[src/design/wddf_pkg.sv]
package wddf_pkg;

	// Q16.16 coordinate and the one-bit-wider difference of two coordinates
	typedef logic signed [31:0] coord_t;
	typedef logic signed [32:0] diff_t;

	// squared threshold, Q30.32 of an unsigned 31-bit value
	typedef logic [61:0] thr_sq_t;

	// kept-point count of the current path, saturating at two
	localparam logic [1:0] SEEN_NONE = 2'd0;
	localparam logic [1:0] SEEN_ONE  = 2'd1;
	localparam logic [1:0] SEEN_TWO  = 2'd2;

	// path tracking state: newest kept point and the heading that led to it
	typedef struct packed {
		logic [1:0] seen;
		coord_t     newest_x;
		coord_t     newest_y;
		diff_t      head_x;
		diff_t      head_y;
	} track_t;

	// decision for one waypoint and the state that follows it
	typedef struct packed {
		logic   keep;
		track_t next;
	} eval_t;

endpackage

[src/design/wddf_cfg.sv]
module wddf_cfg import wddf_pkg::*; (
	input  logic        clk,
	input  logic        arst_n,
	input  logic        cfg_we,
	input  logic [30:0] cfg_wdata,
	output thr_sq_t     thr_sq
);

	thr_sq_t thr_sq_q;

	// square the threshold once at write time so the datapath only compares
	always_ff @(posedge clk or negedge arst_n) begin
		if (!arst_n) begin
			thr_sq_q <= '0;
		end else if (cfg_we) begin
			thr_sq_q <= thr_sq_t'(cfg_wdata) * thr_sq_t'(cfg_wdata);
		end
	end

	assign thr_sq = thr_sq_q;

endmodule

[config.mk]
export PLATFORM = sky130hd
export DESIGN_NAME = wddf_cfg
export DESIGN_NICKNAME = d
export VERILOG_FILES = /design/src/design/wddf_pkg.sv /design/src/design/wddf_cfg.sv
export SDC_FILE = /design/constraint.sdc
export NUM_CORES = 2
export LEC_CHECK = 0
export BUFFER_PORTS_ARGS = -buffer_cell sky130_fd_sc_hd__buf_2
export CORE_MARGIN = 5
export CORE_UTILIZATION = 52
export DETAILED_ROUTE_END_ITERATION = 12
export HOLD_SLACK_MARGIN = 0.02
export PLACE_DENSITY = 0.7
export SLEW_MARGIN = 15
export SYNTH_ARGS = -nofsm -noshare
export SYNTH_HDL_FRONTEND = slang
export SYNTH_SLANG_ARGS = --single-unit
export TNS_END_PERCENT = 10
[constraint.sdc]
create_clock -name clk -period 0.81 [get_ports clk]
set_input_delay 0.081 -clock clk [delete_from_list [all_inputs] [get_ports clk]]
set_output_delay 0.081 -clock clk [all_outputs]
set_load 0.05 [all_outputs]
## Yosys cells after proc, flatten, opt, wreduce, memory -nomap -nowiden

Cells that the tools add are included.
W data, S select, Z words.

- Add/sub/neg operators: 0
- Multiply operators: 1
- Divide/modulo/power cells: 0
- Magnitude comparators: 0
- Eq/ne operators: 0
- Shift operators: 0
- Multiplexer cells: 0
- Bitwise gates (word level): 0
- Reductions and logical operators: 0

Operators with widths:

| cell | count |
|---|---|
| $mul A31 B31 Y62 | 1 |

- Register bits: 62
- Bits in latches: 0
- RAM bits: 0
- Memory bits (read-only): 0
- Input port bits: 34
- Word-level logic and storage cells: 2
- Memories kept: 0

## Longest topological paths before layout

- Depth after elaboration: 1
- Depth in mapped cells: 32

## Worst setup path before layout

Ideal clock, no wire load.

- Kind: input to register
- Start point: in cfg_wdata[25]
- End point: reg thr_sq_q[56] (netlist: thr_sq[56])
- Setup time: 0.082 ns
- Arrival: 7.511 ns
- Required time: 0.728 ns
- Setup slack: -6.783 ns
- Cell stages on the path: 28
- Path buffers: 3
- Cells stage by stage: clkbuf_1 > clkbuf_1 > nand2_1 > fa_1 > fa_1 > inv_1 > fa_1 > inv_1 > fa_1 > inv_1 > fa_1 > fa_1 > fa_1 > inv_1 > fa_1 > inv_1 > ha_1 > buf_2 > nand2_2 > nor3_2 > nand4_1 > or4_1 > o211ai_2 > a31oi_2 > o41ai_4 > a41oi_2 > or3_1 > a31oi_1

- Word-level cells in the longest chain between the ends: 1

RTL lines:

| element | RTL line | RTL |
|---|---|---|
| start: declaration | wddf_cfg.sv:5 | `input logic [30:0] cfg_wdata,` |
| $mul A31 B31 Y62 | wddf_cfg.sv:16 | `thr_sq_q <= thr_sq_t'(cfg_wdata) * thr_sq_t'(cfg_wdata);` |
| end signal: assignment | wddf_cfg.sv:16 |  |
| end: declaration | wddf_cfg.sv:9 | `thr_sq_t thr_sq_q;` |

Every way passes these cells.
A chain may end at the register's enable or synchronous reset.

## Worst setup path after layout

- Start point: in cfg_wdata[6]
- End point: reg thr_sq_q[55] (netlist: thr_sq[55])

Same word-level chain as after synthesis.

==> results.cfg <==
[clock_network]
htreeDepth = 3
cts_tree = yes
clk-insertion-delay-late_ns = 0.34
cts_num_sinks = 61
ctsLongestPathBuffers = 2
cts_buffers = 9
path_clk_slew_ns = 0.06
cts_root_buffer = clkbuf_16

[logic_synthesis]
synthArstFlopShare_pct = 100
post_synth_xor_area_fraction_pct = 2.09
ys_seq_area_share_pct = 5.14
yosys.area_share.simple_pct = 10.4
synth_flop_cell = dfrtp_1
synth_nets = 4185
ys_ff_latch = 61
synth_top_family_by_area = adder cells
yosysWarnings = 0
synthAdderAreaFrac_pct = 61.7
synth_cells = 3133
synth_edf_count = 0
synth_cell_types = 67
syn-cell-area_um2 = 29700
muxShareOfSynthArea_pct = 1.84
synth_area_per_cell_um2 = 9.49
synth_compound_area_share_pct = 5.38

[final_layout]
n_antenna_cell = 0
fin_cells = 4502
syn_to_final_growth_pct = 28.6
largest_register_ffs = 61
drive_gt1_share_pct = 28.6
num-nets-final = 4794
fillers = 4015

[sta]
setup-violations-final = 120
fmax_ghz = 0.141
layout_min_cycle_time_ns = 7.07
skew_ns = 0
final_max_slew_viol_count = 0
setup_slack_ns = -6.26
final-hold-violation-count = 0
rsz0062_at_grt = true
min_period_over_period_pct = 873

[global_route]
use_met2_pct = 49.8
antenna_found_initial = 1
grt.busiest_layer = met2
grt_use_met1_pct = 34.3
use_met3_pct = 3.55
grt_pass1_wl_um = 138000
grt_use_total_pct = 27.5
grt_pass1_vias = 26600
grt_max_degree = 30
globalRouteOverflowTotal = 0

[critical_path]
cpPeakStageDelay_ns = 0.53
crit_buf_inv = 6
cp.required_ns = 1.05
end_kind = register
cp_top_family = adder cells
cp_common_cell = fa_1
critPathLaunchType = input port
crit_type = in -> reg
crit_arrival_ns = 7.31
crit_path_top_delay_cell = fa_1
critPathMaxFanout = 18

[die]
die_y_um = 249
rows = 87
num_io_pins = 96
core_um2 = 56500
start_util_pct = 52.6
die-area_um2 = 62000
die_w_um = 249

[detailed_routing]
drt_first_pass_iters = 8
wirelength_um = 85700
drt_iter0_drc = 1487
drt-vias-per-instance = 5.24
antenna_left = 0
num_vias = 23600
routedWlPerCell_um = 19.0
drc = 0

[hold_path]
hold_path.class = in -> async

[placement]
place_congestion = 0.928
placedCellCount = 4423
place_hpwl_um = 68300
port_buffers = 94

[run_status]
violations = setup timing
outcome = finished, violations left

[run]
maxCapViolCount = 0
[layout make-up]
| cell class | instances | area (um2) | area share, % |
|---|---|---|---|
| multi-input combinational | 2016 | 25500 | 66.8 |
| timing repair buffer | 726 | 6420 | 16.8 |
| inverter | 928 | 3490 | 9.13 |
| sequential | 61 | 1530 | 4.00 |
| tap | 756 | 946 | 2.48 |
| clock buffer | 12 | 256 | 0.671 |
| clock inverter | 3 | 68.8 | 0.180 |
[final timing paths]
check	start	endpoint	slack [ns]	cells past startpoint
min in group clk	cfg_wdata[1]	thr_sq[2]$_DFFE_PN0P_	0.24	4
worst max register to register	thr_sq[61]$_DFFE_PN0P_	thr_sq[61]$_DFFE_PN0P_	-0.08	1
worst max-delay path	cfg_wdata[6]	thr_sq[55]$_DFFE_PN0P_	-6.26	26
worst min register to register	thr_sq[6]$_DFFE_PN0P_	thr_sq[6]$_DFFE_PN0P_	0.52	1
worst min-delay path	arst_n	thr_sq[59]$_DFFE_PN0P_	0.15	2
max in group asynchronous	arst_n	thr_sq[21]$_DFFE_PN0P_	0.18	3
[cell usage after synthesis (3+ instances only)]
master,n,share of area [%]
a21oi_1,68,1.1
o21ai_0,26,0.44
o211ai_1,6,0.15
nand3_1,17,0.29
and2_1,191,4.0
inv_1,927,12
nand2_1,286,3.6
a211oi_1,6,0.15
nand2b_1,4,0.084
buf_2,9,0.15
a31oi_1,12,0.25
mux2i_1,5,0.17
nor3_1,9,0.15
o21ai_1,7,0.12
nor4_1,3,0.063
ha_1,270,11
or2_2,4,0.084
nor2_1,73,0.92
a31o_2,5,0.15
nand3b_1,5,0.13
xnor2_1,41,1.2
xor2_1,30,0.88
a21o_1,51,1.3
a41oi_1,5,0.15
o21bai_1,9,0.23
o31ai_1,7,0.18
clkbuf_1,117,1.5
and3_1,7,0.15
o31a_1,4,0.12
nor2b_1,11,0.23
dfrtp_1,61,5.1
nand4_1,14,0.29
o21a_1,4,0.10
a21boi_0,5,0.13
mux2_2,44,1.7
or3_1,4,0.084
fa_1,748,50
[cells by family (layout without fill, tap and decap cells)]
| group | Yosys count | after routing |
|---|---|---|
| compound gates | 238 | 238 |
| xor+xnor | 71 | 71 |
| fa+ha+maj | 1018 | 1018 |
| buf+inv | 1056 | 1669 |
| flops | 61 | 61 |
| mux | 49 | 49 |
| other cells | 1 | 1 |
| simple gates | 639 | 639 |
[metal layers]
metal | routed length (um) | vias up
met4 | 4140 | 2
met5 | 15 | -
met2 | 44700 | 892
li1 | - | 10400
met3 | 4950 | 306
met1 | 32000 | 12000
[placed cells by master (no fill, tap or decap), drive strengths merged, types with 5 or more instances in the layout]
| cell type | Yosys | final |
|---|---|---|
| a41oi | 6 | 6 |
| nand4 | 14 | 14 |
| xor2 | 30 | 30 |
| fa | 748 | 748 |
| o211ai | 7 | 7 |
| mux2 | 44 | 44 |
| o31ai | 7 | 7 |
| buf | 11 | 723 |
| or2 | 5 | 5 |
| nor2 | 73 | 73 |
| and2 | 191 | 191 |
| a211oi | 6 | 6 |
| nand3 | 17 | 17 |
| mux2i | 5 | 5 |
| o21ai | 33 | 33 |
| nor2b | 12 | 12 |
| dfrtp | 61 | 61 |
| nand2 | 288 | 288 |
| a31oi | 13 | 13 |
| nand3b | 5 | 5 |
| ha | 270 | 270 |
| and3 | 7 | 7 |
| clkbuf | 117 | 14 |
| a21oi | 68 | 68 |
| inv | 927 | 927 |
| a31o | 5 | 5 |
| a21o | 51 | 51 |
| nor3 | 10 | 10 |
| xnor2 | 41 | 41 |
| a21boi | 5 | 5 |
| o21bai | 9 | 9 |
[through the flow]
step | util, % | setup WS (ns) | setup TNS, ns | hold WS [ns] | cell area (um2)
2_1_floorplan | - | -6.54 | -309.06 | -0.215 | 30200
3_3_place_gp | 62.4 | -6.86 | -351.27 | -0.0183 | 35300
3_5_place_dp | 62.4 | -6.99 | -354.23 | -0.0214 | 35300
4_1_cts | 66.8 | -6.08 | -319.97 | 0.144 | 37700
5_1_grt | 67.6 | -6.42 | -336.40 | 0.178 | 38200
6_report | 67.6 | -6.26 | -326.68 | 0.152 | 38200
[timing repair]
| item | CTS | global route |
|---|---|---|
| gates resized for setup | 477 | 94 |
| pin swaps | 182 | 51 |
| endpoints found under the setup margin | 120 | 121 |
| buffers inserted | 48 | 13 |
| cloned | 4 | 0 |
| hold buffers | 1 | 0 |
| endpoints found under the hold margin | 61 | 0 |
Power is left out: the tool's default activity adds up to more than one toggle a clock period on the data nets, which glitch-free logic cannot reach.
